`src/rtl/core/hcfs_pkg.sv`:
```
`default_nettype none

package hcfs_pkg;

    // Frame length in bytes, and the widths that follow from it.
    localparam int FRAME_LEN = 44;
    localparam int IdxW      = $clog2(FRAME_LEN);
    localparam int CntW      = $clog2(FRAME_LEN + 1);
    localparam int WrapW     = ((IdxW > CntW) ? IdxW : CntW) + 1;

    // Commands from the controller to the datapath.
    typedef struct packed {
        logic append;   // write the input byte at the tail
        logic rd;       // read the head byte into the read register
        logic drop;     // remove the head byte from the window
    } t_cmd;

    // Status from the datapath to the controller.
    typedef struct packed {
        logic empty;      // window holds no byte
        logic full;       // window holds a whole frame
        logic hdr_match;  // read register equals the header byte
        logic sum_zero;   // wrapping sum of the window is zero
        logic last;       // exactly one byte left in the window
    } t_sts;

endpackage

`default_nettype wire

```
`src/rtl/core/header_checksum_frame_sync_unit.sv`:
```
// Header and checksum frame synchronizer for a serial byte stream.
// Input channel (i_in_valid / o_in_ready / i_in_byte) takes one received word
// per handshake. Bytes ahead of the header byte are discarded; from a header
// byte on, FRAME_LEN bytes are collected in a ring-buffer window. When the
// window is full and its 8-bit wrapping sum is zero, the frame is sent on the
// output channel (o_out_valid / i_out_ready / o_frame_byte / o_frame_last),
// one word per handshake, with o_frame_last set on the final byte. A bad
// checksum drops the first byte and rescans the rest for the next header.
// The header byte is written through i_cfg_valid / o_cfg_ready, which is
// always ready; write it only while the block is idle.
// Sequence: an input word that leaves the window starting with a header byte
// gets a window read and a compare before the next word is taken; each byte
// discarded while rescanning adds one more read and compare. A completed frame
// shows its first byte after the read and compare of the last input word, and
// each further byte after a new read once the previous one is taken, as every
// byte comes through the window memory's single registered read port.
// Input and output are served one at a time: while a frame is being sent,
// no input is taken, and a stalled receiver simply holds the block in place.
// Reset (i_rst_n low, synchronous) empties the window and sets the header
// byte to zero; the window memory itself is not cleared.
`default_nettype none

module header_checksum_frame_sync_unit
    import hcfs_pkg::*;
(
    input  wire logic       i_clk,
    input  wire logic       i_rst_n,
    input  wire logic       i_in_valid,
    output logic            o_in_ready,
    input  wire logic [7:0] i_in_byte,
    output logic            o_out_valid,
    input  wire logic       i_out_ready,
    output logic      [7:0] o_frame_byte,
    output logic            o_frame_last,
    input  wire logic       i_cfg_valid,
    output logic            o_cfg_ready,
    input  wire logic [7:0] i_cfg_header_byte
);

    t_cmd cmd;
    t_sts sts;

    // The configuration register never pushes back.
    assign o_cfg_ready = 1'b1;

    hcfs_ctrl u_ctrl (
        .i_clk       (i_clk),
        .i_rst_n     (i_rst_n),
        .i_in_valid  (i_in_valid),
        .i_out_ready (i_out_ready),
        .i_sts       (sts),
        .o_cmd       (cmd),
        .o_in_ready  (o_in_ready),
        .o_out_valid (o_out_valid)
    );

    hcfs_dp u_dp (
        .i_clk             (i_clk),
        .i_rst_n           (i_rst_n),
        .i_cmd             (cmd),
        .i_in_byte         (i_in_byte),
        .i_cfg_wr          (i_cfg_valid),
        .i_cfg_header_byte (i_cfg_header_byte),
        .o_sts             (sts),
        .o_rdata           (o_frame_byte)
    );

    // While a frame is sent, the byte on the output is the window's head,
    // so it is the last one exactly when one byte remains.
    assign o_frame_last = sts.last;

endmodule

`default_nettype wire

```
`src/rtl/core/hcfs_dp.sv`:
```
`default_nettype none

module hcfs_dp
    import hcfs_pkg::*;
(
    input  wire logic       i_clk,
    input  wire logic       i_rst_n,
    input  wire t_cmd       i_cmd,
    input  wire logic [7:0] i_in_byte,
    input  wire logic       i_cfg_wr,
    input  wire logic [7:0] i_cfg_header_byte,
    output t_sts            o_sts,
    output logic      [7:0] o_rdata
);

    logic [7:0]      r_mem [FRAME_LEN];
    logic [7:0]      r_rdata;
    logic [7:0]      r_header, n_header;
    logic [IdxW-1:0] r_head, n_head;
    logic [CntW-1:0] r_count, n_count;
    logic [7:0]      r_sum, n_sum;

    logic [WrapW-1:0] tail_ext;
    logic [IdxW-1:0]  tail;

    // The window is a ring buffer: the tail is head plus count, wrapped once.
    always_comb begin
        tail_ext = WrapW'(r_head) + WrapW'(r_count);
        if (tail_ext >= WrapW'(FRAME_LEN)) begin
            tail_ext = tail_ext - WrapW'(FRAME_LEN);
        end
        tail = tail_ext[IdxW-1:0];
    end

    always_ff @(posedge i_clk) begin
        if (i_cmd.append) begin
            r_mem[tail] <= i_in_byte;
        end
    end

    always_ff @(posedge i_clk) begin
        if (i_cmd.rd) begin
            r_rdata <= r_mem[r_head];
        end
    end

    always_comb begin
        n_header = r_header;
        n_head   = r_head;
        n_count  = r_count;
        n_sum    = r_sum;
        if (i_cfg_wr) begin
            n_header = i_cfg_header_byte;
        end
        if (i_cmd.append) begin
            n_count = r_count + CntW'(1);
            n_sum   = r_sum + i_in_byte;
        end else if (i_cmd.drop) begin
            n_count = r_count - CntW'(1);
            n_sum   = r_sum - r_rdata;
            n_head  = (r_head == IdxW'(FRAME_LEN - 1)) ? '0 : r_head + IdxW'(1);
        end
    end

    always_ff @(posedge i_clk) begin
        if (!i_rst_n) begin
            r_header <= '0;
            r_head   <= '0;
            r_count  <= '0;
            r_sum    <= '0;
        end else begin
            r_header <= n_header;
            r_head   <= n_head;
            r_count  <= n_count;
            r_sum    <= n_sum;
        end
    end

    assign o_rdata         = r_rdata;
    assign o_sts.empty     = (r_count == '0);
    assign o_sts.full      = (r_count == CntW'(FRAME_LEN));
    assign o_sts.hdr_match = (r_rdata == r_header);
    assign o_sts.sum_zero  = (r_sum == '0);
    assign o_sts.last      = (r_count == CntW'(1));

`ifndef NO_ASSERTIONS
    a_count_bound: assert property (@(posedge i_clk) disable iff (!i_rst_n)
        r_count <= CntW'(FRAME_LEN))
        else $error("window count exceeds the frame length");

    a_head_bound: assert property (@(posedge i_clk) disable iff (!i_rst_n)
        r_head < IdxW'(FRAME_LEN))
        else $error("head pointer out of range");

    a_no_append_when_full: assert property (@(posedge i_clk) disable iff (!i_rst_n)
        i_cmd.append |-> !o_sts.full)
        else $error("byte appended to a full window");

    a_drop_nonempty: assert property (@(posedge i_clk) disable iff (!i_rst_n)
        i_cmd.drop |-> !o_sts.empty && !i_cmd.append)
        else $error("drop from an empty window or together with an append");
`endif

endmodule

`default_nettype wire

```
`src/rtl/core/hcfs_ctrl.sv`:
```
`default_nettype none

module hcfs_ctrl
    import hcfs_pkg::*;
(
    input  wire logic i_clk,
    input  wire logic i_rst_n,
    input  wire logic i_in_valid,
    input  wire logic i_out_ready,
    input  wire t_sts i_sts,
    output t_cmd      o_cmd,
    output logic      o_in_ready,
    output logic      o_out_valid
);

    typedef enum logic [2:0] {
        S_IDLE,
        S_RD,
        S_CHK,
        S_EOUT,
        S_ERD
    } t_state;

    t_state r_state, n_state;

    always_comb begin
        n_state     = r_state;
        o_cmd       = '0;
        o_in_ready  = 1'b0;
        o_out_valid = 1'b0;
        case (r_state)
            S_IDLE: begin
                o_in_ready = 1'b1;
                if (i_in_valid) begin
                    o_cmd.append = 1'b1;
                    n_state      = S_RD;
                end
            end
            S_RD: begin
                if (i_sts.empty) begin
                    n_state = S_IDLE;
                end else begin
                    o_cmd.rd = 1'b1;
                    n_state  = S_CHK;
                end
            end
            S_CHK: begin
                if (!i_sts.hdr_match) begin
                    o_cmd.drop = 1'b1;
                    n_state    = S_RD;
                end else if (i_sts.full) begin
                    if (i_sts.sum_zero) begin
                        n_state = S_EOUT;
                    end else begin
                        o_cmd.drop = 1'b1;
                        n_state    = S_RD;
                    end
                end else begin
                    n_state = S_IDLE;
                end
            end
            S_EOUT: begin
                o_out_valid = 1'b1;
                if (i_out_ready) begin
                    o_cmd.drop = 1'b1;
                    n_state    = i_sts.last ? S_IDLE : S_ERD;
                end
            end
            S_ERD: begin
                o_cmd.rd = 1'b1;
                n_state  = S_EOUT;
            end
            default: begin
                n_state = S_IDLE;
            end
        endcase
    end

    always_ff @(posedge i_clk) begin
        if (!i_rst_n) begin
            r_state <= S_IDLE;
        end else begin
            r_state <= n_state;
        end
    end

`ifndef NO_ASSERTIONS
    a_emit_only_full_frame: assert property (@(posedge i_clk) disable iff (!i_rst_n)
        (r_state == S_CHK && n_state == S_EOUT) |-> i_sts.full && i_sts.sum_zero)
        else $error("frame emission started without a whole, valid frame");

    a_one_side: assert property (@(posedge i_clk) disable iff (!i_rst_n)
        !(o_in_ready && o_out_valid))
        else $error("input and output sides active together");

    a_emit_ends_empty: assert property (@(posedge i_clk) disable iff (!i_rst_n)
        (r_state == S_EOUT && i_out_ready && i_sts.last) |=> i_sts.empty)
        else $error("window not empty after the last frame byte");
`endif

endmodule

`default_nettype wire
```
`config.mk`:
```
export PLATFORM = sky130hd
export DESIGN_NAME = header_checksum_frame_sync_unit
export DESIGN_NICKNAME = d
export VERILOG_FILES = /design/src/rtl/core/hcfs_pkg.sv /design/src/rtl/core/header_checksum_frame_sync_unit.sv /design/src/rtl/core/hcfs_dp.sv /design/src/rtl/core/hcfs_ctrl.sv
export SDC_FILE = /design/constraint.sdc
export NUM_CORES = 1
export LEC_CHECK = 0
export ABC_AREA = 0
export BUFFER_PORTS_ARGS = -buffer_cell sky130_fd_sc_hd__buf_2
export CORE_AREA = 2 2 267 269
export DETAILED_ROUTE_END_ITERATION = 8
export DIE_AREA = 0 0 269 271
export PLACE_DENSITY = 0.44
export SLEW_MARGIN = 20
export SYNTH_ARGS = -nofsm -noshare
export SYNTH_HDL_FRONTEND = slang
export SYNTH_SLANG_ARGS = --single-unit
```
`constraint.sdc`:
```
create_clock -name i_clk -period 4.8 [get_ports i_clk]
set_input_delay 0.48 -clock i_clk [delete_from_list [all_inputs] [get_ports i_clk]]
set_output_delay 0.48 -clock i_clk [all_outputs]
set_load 0.02 [all_outputs]
```
; Word-level counts from Yosys, hierarchy flattened
; Memories as Yosys holds them, arrays and structs flattened. A register that Yosys moved wholly into a read port is not among the register bits.
; Cells that the tools add are included.
[totals]
elab_cells = 58
output_inout_bits = 12
memories = 1
ram_bits = 352
register_bits = 31
in_bits = 21
[mem_list]
columns = memory, depth, width, rd, rd_ports_with_merged_regs, wr, line_no
row1 = u_dp.r_mem, 44, 8, 1, 1, 1, hcfs_dp.sv:16  ; logic [7:0] r_mem [FRAME_LEN];
[classes]
reduce_logical = 6
bitwise = 1
order_cmp = 1
addsub = 7
eq_ne = 10
n_mux = 27
[op_table]
columns = operator, n
row1 = 2-to-1 mux 6 bit, 4
row2 = 2-to-1 mux 8 bit, 2
row3 = case mux 3 bit (5 select lines), 1
row4 = adder 6 x 1 -> 6 bit (second input constant), 2
row5 = equality test 6 bit (second input constant), 2
row6 = 2-to-1 mux 3 bit, 4
row7 = 2-to-1 mux 1 bit, 11
row8 = adder 8 bit, 1
row9 = equality test 8 bit, 1
row10 = logical NOT 8 bit, 1
row11 = subtractor 8 bit, 1
row12 = adder 6 x 6 -> 7 bit, 1
row13 = >= comparator 7 x 6 -> 1 bit (second input constant), 1
row14 = equality test 3 x 2 -> 1 bit (second input constant), 2
row15 = equality test 6 x 1 -> 1 bit (second input constant), 1
row16 = logical NOT 6 bit, 1
row17 = 2-to-1 mux 2 bit, 3
row18 = subtractor 6 x 1 -> 6 bit (second input constant), 1
row19 = subtractor 6 bit (second input constant), 1
row20 = != test 2 bit (second input constant), 2
row21 = case mux 1 bit (2 select lines), 2
row22 = AND reduction 2 bit, 2
row23 = equality test 3 x 1 -> 1 bit (second input constant), 1
row24 = equality test 3 bit (second input constant), 1
row25 = 3 further kinds, 3

; Depth between registers and ports, before layout
; Gate-level depths: netlist of run 1.
[depth]
word_depth = 7
mapped_depth = 14
depth_no_buf = 12

; Modules after synthesis
; Synthesis of run 1 repeated with hierarchy kept, for this count alone.
[unflattened]
cells_unflattened = 917
hier_area_um2 = 16553.4
[modules_own_cells]
columns = mod, instances, area_per_inst_um2, seq_area_each_um2, cells_per_inst
row1 = hcfs_dp, 1, 16308.1, 11370.9, 886
row2 = hcfs_ctrl, 1, 234.0, 60.1, 29
row3 = header_checksum_frame_sync_unit, 1, 11.3, 0.0, 2

; Least setup slack after synthesis of run 1
; OpenSTA, ideal clock, no wires.
[synth_path]
path_kind = register to register
startpoint = reg u_dp.r_head[1]
endpoint = mem u_dp.r_mem[37][0] (enable)
stages_incl_launch_ff = 14
path_buffers = 4
period_less_slack_ns = 4.701
required_time_ns = 4.405
t_arrival_ns = 4.307
setup_ns = 0.395
path_slack_ns = 0.099
path_cell_list = dfxtp_1 clkbuf_1 clkbuf_1 clkbuf_1 inv_1 fa_1 nand2b_1 a21oi_1 xor2_2 nor4_4 nor2_8 xnor2_1 buf_2 nor4_1
[synth_via]
elab_chain_cells = 3
word_cells_on_any_way = 4
classes_between = add/sub (2) / order compare (1) / mux (1)
[synth_rtl]
columns = element, line_no
row1 = start: declaration, hcfs_dp.sv:19  ; logic [IdxW-1:0] r_head, n_head;
row2 = start signal: assignment, hcfs_dp.sv:73  ; r_head <= n_head;
row3 = adder 6 x 6 -> 7 bit *, hcfs_dp.sv:28  ; tail_ext = WrapW'(r_head) + WrapW'(r_count);
row4 = subtractor 6 bit or >= comparator 7 x 6 -> 1 bit (tied branches), "hcfs_dp.sv:30, hcfs_dp.sv:29"
row5 = 2-to-1 mux 6 bit *, hcfs_dp.sv:29  ; if (tail_ext >= WrapW'(FRAME_LEN)) begin
row6 = end: declaration, hcfs_dp.sv:16
; Every way passes the cells marked *; elsewhere a longest branch is shown, timed or not.

; Final worst setup path of run 1
[layout_path]
startpoint = reg u_dp.r_count[0]
endpoint = mem u_dp.r_mem[28][3] (enable)
[layout_via]
elab_chain_cells = 3
word_cells_on_any_way = 4
classes_between = add/sub (2) / order compare (1) / mux (1)
[layout_rtl]
columns = element, line_no
row1 = start: declaration, hcfs_dp.sv:20  ; logic [CntW-1:0] r_count, n_count;
row2 = start signal: assignment, hcfs_dp.sv:74  ; r_count <= n_count;
row3 = adder 6 x 6 -> 7 bit *, hcfs_dp.sv:28
row4 = subtractor 6 bit or >= comparator 7 x 6 -> 1 bit (tied branches), "hcfs_dp.sv:30, hcfs_dp.sv:29"
row5 = 2-to-1 mux 6 bit *, hcfs_dp.sv:29
; Marked as above.

==> results of run 1 <==
[worst max-delay path, stage by stage, from the launching register on]
cell and delay (ns):
dfxtp_1 0.43, ha_1 0.22, inv_1 0.06, fa_1 0.44, xnor2_2 0.40, a21bo_2 0.28
a21oi_2 0.27, nor4_4 0.12, o32ai_2 0.49, nand2b_1 0.38, nor3_2 0.66
[flip-flops by register name, summed over array words and instances (netlist names)]
signal / count
u_ctrl.r_state: 3
u_dp.r_sum: 8
u_dp.r_mem: 352
u_dp.o_rdata: 8
u_dp.r_count: 6
u_dp.r_head: 6
u_dp.r_header: 8
[cells by family (layout without fill, tap and decap cells)]
| kind of cell | Yosys count | count (layout) |
|---|---|---|
| compound gates | 78 | 78 |
| xor+xnor | 32 | 32 |
| fa+ha+maj | 21 | 21 |
| buf+inv | 67 | 170 |
| flops | 391 | 391 |
| mux | 139 | 139 |
| other cells | 1 | 1 |
| simple gates | 190 | 190 |
[cells in the mapped netlist (4+ instances only)]
cell type / instances / area share, %
mux4_2: 104 / 14
nor3_2: 19 / 1.1
xor2_1: 12 / 0.63
inv_1: 13 / 0.29
nor4_1: 19 / 0.71
nor2_1: 26 / 0.59
buf_1: 4 / 0.090
nor3_1: 22 / 0.66
nand2b_1: 5 / 0.19
nand3_1: 5 / 0.15
dfxtp_1: 31 / 3.7
xnor2_1: 17 / 0.90
mux2i_1: 33 / 2.0
ha_1: 19 / 1.4
clkbuf_1: 29 / 0.65
a21oi_1: 17 / 0.51
buf_2: 18 / 0.54
and2_1: 10 / 0.38
o21ai_0: 27 / 0.81
nor2b_1: 21 / 0.79
nand2_1: 41 / 0.93
edfxtp_1: 360 / 65
a31oi_1: 5 / 0.19
[final cells by class]
cell class / count / area, µm² / share of cell area [%]
flip-flops and latches: 391 / 11400 / 58.5
inverters: 14 / 52.6 / 0.269
clock buffers: 48 / 1090 / 5.59
multi-input cells: 461 / 4980 / 25.5
clock inverters: 27 / 279 / 1.43
well taps: 940 / 1180 / 6.01
repair buffers: 81 / 543 / 2.78
[final timing paths]
path,from,end,slack (ns),depth (start not counted)
setup / recovery,u_dp.r_count[0],u_dp.r_mem[28][3],0.68,10
hold / removal,i_out_ready,u_ctrl.r_state[2],0.18,3
setup reg to reg,u_dp.r_count[0],u_dp.r_mem[28][3],0.68,10
hold reg to reg,u_dp.r_sum[7],u_dp.r_sum[7],0.49,2
[report_power, final]
part           internal, W  switching [W]  total, W
clock              0.00192        0.00135   0.00327
sequential         0.00379      0.0000546   0.00385
combinational     0.000282       0.000446  0.000729
total              0.00599        0.00185   0.00785
[stage by stage]
step | area, µm² | util [%] | total power [W] | hold slack [ns]
2_1_floorplan | 16600 | - | 0.00439 | 0.459
3_5_place_dp | 18200 | 26.1 | 0.00467 | 0.494
4_1_cts | 19600 | 28.0 | 0.00795 | 0.151
6_report | 19600 | 28.0 | 0.00785 | 0.181
3_3_place_gp | 18200 | 26.1 | 0.00467 | 0.481
5_1_grt | 19600 | 28.0 | 0.00815 | 0.175
[routing by layer]
metal	wire (µm)	up-vias	global-route usage, %
met3	1190	54	1.76
met2	20000	123	18.6
met5	0	-	0
met1	19400	4446	15.8
li1	-	3842	-
met4	863	0	3.45
==> qor.txt, run 1 <==
Status = finished, final reports clean
Initial antenna violation count = 2
Compound-gate portion of the synthesized area = 3.08%
XOR/XNOR share of the synthesized area = 1.82%
RD Place Congestion = 0.817
Placed Cells = 1887
Final period util = 85.7%
Slew Limit Fails = 0
Crit path arrival time = 4.31 ns
CTS tree = done
Number of flops mapped to enable cells by yosys = 360
DR vias/cell = 4.31
Multiplexer share of the synthesized area = 16.2%
Fraction of layout cells with a size suffix above 1 = 29.6%
Initial Util = 23.8%
CTS clock-pin slew for the worst setup and hold paths = 0.06 ns
IO Pins = 33
Critical Path RT = 4.99 ns
Synth Flop Type = edfxtp_1
Die area = 72900 µm²
Sequential share of the synthesized area = 68.7%
Total Wirelength = 41500 µm
Worst vdd ir = 239 µV
Syn Nets = 961
DRT Pass-1 Iters = 4
Commonest non-fill, non-tap cell in the layout = edfxtp_1
Diodes inserted = 0
Critical Path End Type = flip-flop
Relative slew slack = 39.1%
Pwr Density = 401 nW/µm²
Kind of critical path = flip-flop to flip-flop
Final net count = 1034
Slew @ Worst Pin = 0.909 ns
Bufs on Longest Clock Path = 3
Yosys warnings = 0
Avg Inst Size Synth = 18.1 µm²
Post-place setup slack = 0.649 ns
Clk root buf = clkbuf_16
Final ANT Viol Nets = 0
Area growth, synth to finish = 17.6%
Global Route Usage Sum = 11.5%
Cell Rows = 97
Largest net degree at the start of global routing = 94
Drt wl/cell = 21.1 µm
Post-Syn Instances = 919
Post-CTS Hold Buffers = 0
Initial DRC Count = 589
Min-Delay Path Class = input port to flip-flop
CP max FO = 8
HPWL Detailed = 26000 µm
Setup TNS = 0 ns
H-tree depth reported by CTS = 2
Fin. Hold Viols = 0
Clock Sinks = 391
Final std cells w/o fill = 1962
Area share of and/or/nand/nor cells after synthesis = 6.75%
Clk_lat worst skew = 0.56 ns
Global-route wire length before repair = 60800 µm
Post-CTS setup buffer count = 0
MaxCap Viol Count = 0
Synth Register Bits = 391
Synth Area in Adders = 1.67%
Grt total ovfl = 0
Synthesized area = 16600 µm²
RSZ-0062 raised after global routing = no
Most frequent cells in the layout = 360 x edfxtp_1, 104 x mux4_2, 49 x buf_4
Leak = 6.13 nW
Worst Skew = 0.0126 ns
Post-synth cell types = 74
Post-cts sizing count = 0
Worst setup SP type = flip-flop
Crit path time final = 4.12 ns
Drt drc = 0
Final setup fails = 0
Num CTS Buffers = 43
Die height = 271 µm
Fraction of registers with async set/reset = 0%
Die extent in x = 269 µm
Fin worst setup slack = 0.685 ns
Vias in the first global route = 8688
IO Port Bufs = 31
Main combinational cell family by area after synthesis = multiplexers
Via Count = 8465
Core Area = 69800 µm²
Fillers = 6924
Fmax = 0.243 GHz
Note: power is estimated with default switching activity, not from simulation.
==> run 2, diff against run 1 <==
ABC_AREA = 1   (was 0)
==> run 2 against run 1 <==
  * Die area unchanged
  * Register-to-register slack better by 0.18 ns
  * Combinational power rose to 2.5 times the previous value
  * Clock power down 3%
  * Sequential power up 4%
  * Cell count up 27%
  * Total power up 15%
  * Utilization down 0.26 points
  * Critical endpoint is now u_dp.r_mem[34][1]
==> qor.txt, run 2 <==
Status = finished, final reports clean
Final ANT Viol Nets = 0
Worst R2R Path Depth = 11
Die extent in x = 269 µm
HP Start = i_cfg_header_byte[7]
MaxCap Viol Count = 0
Fmax = 0.254 GHz
Global-route wire length before repair = 73700 µm
Crit path arrival time = 4.15 ns
Post-place setup slack = 0.932 ns
Worst vdd ir = 228 µV
Largest net degree at the start of global routing = 101
Most common cell in the synthesized netlist = edfxtp_1
Bufs on Longest Clock Path = 3
Crit path time final = 3.94 ns
RSZ-0062 raised after global routing = no
Global Route Usage Sum = 13.4%
Initial antenna violation count = 4
Critical Path RT = 5.01 ns
Drt wl/cell = 19.6 µm
Slew Limit Fails = 0
DR vias/cell = 4.60
Area growth, synth to finish = 16.2%
Core Area = 69800 µm²
Drt drc = 0
Via Count = 11.4k
IO Port Bufs = 31
CP top delay family = simple AND/OR/NAND/NOR gates
Number of buffers and inverters on the critical path = 1
Fraction of layout cells with a size suffix above 1 = 10.4%
Post-cts sizing count = 0
Yosys warnings = 0
Vias in the first global route = 11.4k
Number of flip-flops in the largest register = 352
Relative slew slack = 30.3%
Synth Flop Type = edfxtp_1
Synth Register Bits = 391
Setup TNS = 0 ns
Clk root buf = clkbuf_16
Fin. Hold Viols = 0
Fraction of registers with async set/reset = 0%
Die area = 72900 µm²
Min-Delay Path Class = input port to flip-flop
Top-area cell type share of the netlist area = 64.8%
R2R Setup Slk = 0.86 ns
CP max FO = 8
Hold path cells = 3
DRT Pass-1 Iters = 5
Diodes inserted = 0
Final period util = 82.0%
Kind of critical path = flip-flop to flip-flop
Total Wirelength = 48800 µm
Dominant cells by area after synthesis = edfxtp_1 65%, nor2_1 6.6%, o21ai_0 6.3%
Origin of the critical flop-to-flop path = u_dp.r_count[0]
CTS tree = done
Initial Util = 23.9%
Biggest register = u_dp.r_mem
Slowest stage cell, crit path = nor2_1
Register area = 11400 µm²
Cell count along the critical path = 11
Num CTS Buffers = 45
Commonest non-fill, non-tap cell in the layout = edfxtp_1
Critical Path End Type = flip-flop
HPWL Detailed = 30300 µm
Multi-input gate area = 4730 µm²
Worst Skew = 0.0284 ns
Grt total ovfl = 0
RD Place Congestion = 0.842
Critical-path cell list = ha_1, inv_1, fa_1, xnor2_2, ha_1, nand3_1, nand3_2, nand2_4, nand3_1, nand4_1, nor2_1
Pwr Density = 465 nW/µm²
Initial DRC Count = 1065
Synthesized area = 16700 µm²
Critical Path Max Stage Delay = 0.81 ns
Cell Rows = 97
WHS Endpoint = u_dp.r_header[7]
Syn Nets = 1507
IO Pins = 33
Post-Syn Instances = 1465
Avg Inst Size Synth = 11.4 µm²
H-tree depth reported by CTS = 2
Reg2reg end = u_dp.r_mem[34][1]
Sequential share of the synthesized area = 68.5%
Leak = 6.50 nW
Top post-synthesis cells by count = 360 x edfxtp_1, 292 x nor2_1, 209 x o21ai_0
Post-CTS Hold Buffers = 0
Slew @ Worst Pin = 1.05 ns
Clock Sinks = 391
Fin worst setup slack = 0.863 ns
Post-synth cell types = 38
CTS clock-pin slew for the worst setup and hold paths = 0.06 ns
Final net count = 1553
Most frequent cells in the layout = 360 x edfxtp_1, 291 x nor2_1, 209 x o21ai_0
Yosys top cell by area = edfxtp_1
Post-CTS setup buffer count = 0
Fillers = 7266
Clk_lat worst skew = 0.61 ns
Final setup fails = 0
Die height = 271 µm
Worst setup SP type = flip-flop
Number of flops mapped to enable cells by yosys = 360
==> run 2: cell count changes after synthesis, sizes merged, moves of 29 or more <==
cell	previous run	this run
inv	14	51
mux2i	33	1
mux4	104	0
nand2	41	159
nand3	5	71
nor2	29	294
nor3	41	6
o211ai	1	30
o21ai	28	210
o22ai	1	51
==> run 2: report_power, final <==
group	switching (W)	internal, W	leakage, nW
Clock	0.00142	0.00174	0.645
Combinational	0.00129	0.000547	2.36
Sequential	0.000120	0.00390	3.50
Total	0.00283	0.00619	6.50
==> run 2: cell families (layout without fill, tap and decap cells) <==
kind of cell	count (synthesis)	count (layout)	synth area share (%)
AOI/OAI and AO/OA	333	333	11.1
DFF	391	391	68.5
and+or+nand+nor	561	561	14.1
adders and majority gates	21	21	1.67
other	1	1	0.0225
muxes	1	1	0.0600
buffers and inverters	131	211	3.14
xor gates and xnor gates	26	26	1.41
==> run 2: area by class of cell <==
type	instances	area share, %
Multi-Input combinational cell	943	24.4
Timing Repair Buffer	77	2.65
Clock buffer	57	6.04
Sequential cell	391	59.0
Tap cell	940	6.07
Inverter	53	1.04
Clock inverter	24	0.820
==> run 2: worst max path at each step <==
stage | slack (ns) | endpoint | startpoint
6_report | 0.86 | u_dp.r_mem[34][1] | u_dp.r_count[0]
5_1_grt | 0.71 | u_dp.r_mem[34][1] | u_dp.r_count[0]
4_1_cts | 0.90 | u_dp.r_mem[34][1] | u_dp.r_count[0]
3_5_place_dp | 0.93 | u_dp.r_mem[34][6] | u_dp.r_count[0]
3_3_place_gp | 1.04 | u_dp.r_mem[34][5] | u_dp.r_count[0]
2_1_floorplan | 1.60 | u_dp.r_mem[32][0] | u_dp.r_head[1]
==> run 2: metrics by stage <==
step / area [µm²] / util (%) / power [W] / hold WS, ns / std cells
6_report: 19400 / 27.8 / 0.00902 / 0.113 / 2485
5_1_grt: 19400 / 27.8 / 0.00952 / 0.125 / 2485
4_1_cts: 19400 / 27.8 / 0.00915 / 0.0746 / 2485
3_5_place_dp: 18100 / 25.9 / 0.00593 / 0.491 / 2404
3_3_place_gp: 18100 / 25.9 / 0.00593 / 0.471 / 2404
2_1_floorplan: 16700 / - / 0.00528 / 0.457 / 1465
==> run 2: worst reg2reg max path: stages, from the launching register on <==
cell and delay, ns:
dfxtp_1 0.45, ha_1 0.24, inv_1 0.06, fa_1 0.43
xnor2_2 0.34, ha_1 0.25, nand3_1 0.10, nand3_2 0.11
nand2_4 0.08, nand3_1 0.15, nand4_1 0.51, nor2_1 0.81
==> run 2: metal layers <==
| layer | track usage, % | vias up | wire length [µm] |
|---|---|---|---|
| met3 | 2.35 | 69 | 2980 |
| met1 | 19.1 | 5673 | 22900 |
| li1 | - | 5368 | - |
| met2 | 20.7 | 332 | 21900 |
| met5 | 0 | - | 0 |
| met4 | 4.05 | 0 | 1070 |
==> run 3, diff against run 2 <==
PLACE_DENSITY = 0.42   (was 0.44)
clock period = 3.78 ns   (was 4.8 ns; I/O delays follow)
==> run 3 against run 2 <==
  * Utilization increased by 0.49 points
  * Die area unchanged
  * First-iteration DRC count increased by 1.7%
  * Highest routed layer unchanged
  * Combinational power increased by 34%
  * Cell area increased by 1.8%
  * Sequential share of layout area decreased by 1.0 points
  * Largest cell class unchanged
==> qor.txt, run 3 (synthesized netlist as in run 2, its figures left out) <==
Global Route Usage Sum = 14.1%
Crit path arrival time = 3.74 ns
IO Port Bufs = 31
R2R Setup Slk = 0.26 ns
Leak = 6.69 nW
Clock Sinks = 391
Min-Delay Path Class = input port to flip-flop
HPWL Detailed = 32600 µm
Sequential share of power = 42.6%
Slowest stage cell, crit path = nor2_1
CP startpoint = u_dp.r_count[0]
Initial antenna violation count = 1
Sw frac = 30.2%
MaxCap Viol Count = 0
Initial DRC Count = 1083
Fraction of layout cells with a size suffix above 1 = 11.9%
Diodes inserted = 0
Post-CTS Hold Buffers = 0
Slew @ Worst Pin = 0.914 ns
Drt wl/cell = 20.6 µm
Drt drc = 0
CTS tree = done
Design Power = 0.0119 W
Clock power frac = 36.8%
Slew Limit Fails = 0
Setup TNS = 0 ns
Critical Path End Type = flip-flop
Critical Path RT = 4.00 ns
Logic pwr share = 20.7%
Final net count = 1578
Cell count along the critical path = 11
Post-CTS setup buffer count = 0
RD Place Congestion = 0.846
Bufs on Longest Clock Path = 3
Final period util = 93.2%
CTS clock-pin slew for the worst setup and hold paths = 0.06 ns
Die height = 271 µm
H-tree depth reported by CTS = 2
Status = finished, final reports clean
Internal Power = 0.00832 W
Fin. Hold Viols = 0
Core Area = 69800 µm²
Worst vdd ir = 288 µV
Most frequent cells in the layout = 360 x edfxtp_1, 292 x nor2_1, 209 x o21ai_0
Worst Skew = 0.0289 ns
Total Wirelength = 51700 µm
Vias in the first global route = 11.4k
Biggest register = u_dp.r_mem
Grt total ovfl = 0
Post-cts sizing count = 0
Number of flip-flops in the largest register = 352
Area growth, synth to finish = 18.3%
Global-route wire length before repair = 75600 µm
Relative slew slack = 39.1%
WHS Endpoint = u_dp.r_header[2]
Via Count = 11.5k
Critical-path cell list = ha_1, inv_1, fa_1, xnor2_2, ha_1, nand3_1, nand3_2, nand2_4, nand3_1, nand4_1, nor2_1
Fmax = 0.284 GHz
P_sw = 0.00361 W
Die extent in x = 269 µm
Hold path cells = 3
CP top delay family = simple AND/OR/NAND/NOR gates
Largest net degree at the start of global routing = 180
WHS = 0.0319 ns
Critical Path Max Stage Delay = 0.66 ns
Clk_lat worst skew = 0.59 ns
Multi-input gate area = 4730 µm²
HP Start = i_cfg_header_byte[2]
CP max FO = 8
Reg2reg end = u_dp.r_mem[14][0]
Final ANT Viol Nets = 0
Worst setup SP type = flip-flop
Initial Util = 23.9%
DR vias/cell = 4.60
Worst R2R Path Depth = 11
Commonest non-fill, non-tap cell in the layout = edfxtp_1
RSZ-0062 raised after global routing = no
Num CTS Buffers = 44
Crit path time final = 3.52 ns
IO Pins = 33
Kind of critical path = flip-flop to flip-flop
Cell Rows = 97
Die area = 72900 µm²
Origin of the critical flop-to-flop path = u_dp.r_count[0]
DRT Pass-1 Iters = 6
Number of buffers and inverters on the critical path = 1
Fillers = 7181
Pwr Density = 605 nW/µm²
Final setup fails = 0
Clk root buf = clkbuf_16
Register area = 11400 µm²
-- run 3: routing by layer --
metal | track usage, % | vias up | routed length, µm | share of wire (%)
met5 | 0 | - | 0 | 0
met4 | 5.00 | 0 | 1460 | 2.8
met3 | 3.00 | 79 | 3430 | 6.6
met2 | 21.2 | 348 | 22800 | 44
met1 | 19.8 | 5697 | 24000 | 46
li1 | - | 5417 | - | -
-- run 3: cell type report --
type	instances	area share [%]
clock buffers	60	6.09
clock inverters	18	1.36
inverters	53	1.02
multi-input cells	943	24.0
flip-flops and latches	391	58.0
well taps	940	5.96
repair buffers	103	3.65
-- run 3: how the worst max path moves through the flow --
stage | endpoint | slack (ns)
after floorplan | u_dp.r_mem[32][0] | 0.58
after global placement | u_dp.r_mem[14][4] | 0.36
after detailed placement | u_dp.r_mem[14][0] | 0.26
after CTS | u_dp.r_mem[14][0] | 0.28
after global routing | u_dp.r_mem[14][0] | 0.03
final | u_dp.r_mem[14][0] | 0.26
-- run 3: worst register-to-register path, stage by stage, from the launching register on --
cell	delay, ns
dfxtp_1	0.45
ha_1	0.24
inv_1	0.06
fa_1	0.43
xnor2_2	0.34
ha_1	0.24
nand3_1	0.10
nand3_2	0.11
nand2_4	0.08
nand3_1	0.14
nand4_1	0.33
nor2_1	0.66
-- run 3: power groups by stage --
| stage | clock, W | combinational (W) | sequential (W) |
|---|---|---|---|
| 2_1_floorplan | 0 | 0.00155 | 0.00514 |
| 3_3_place_gp | 0 | 0.00246 | 0.00517 |
| 3_5_place_dp | 0 | 0.00247 | 0.00517 |
| 4_1_cts | 0.00449 | 0.00248 | 0.00508 |
| 5_1_grt | 0.00466 | 0.00273 | 0.00510 |
| 6_report | 0.00439 | 0.00246 | 0.00508 |
-- run 3: per-stage QoR --
stage          instances  setup WS [ns]  area, µm²  utilization [%]
6_report            2508          0.257      19700             28.3
3_5_place_dp        2430          0.259      18300             26.2
3_3_place_gp        2430          0.356      18300             26.2
5_1_grt             2508         0.0270      19700             28.3
2_1_floorplan       1465          0.581      16700                -
4_1_cts             2508          0.276      19700             28.3
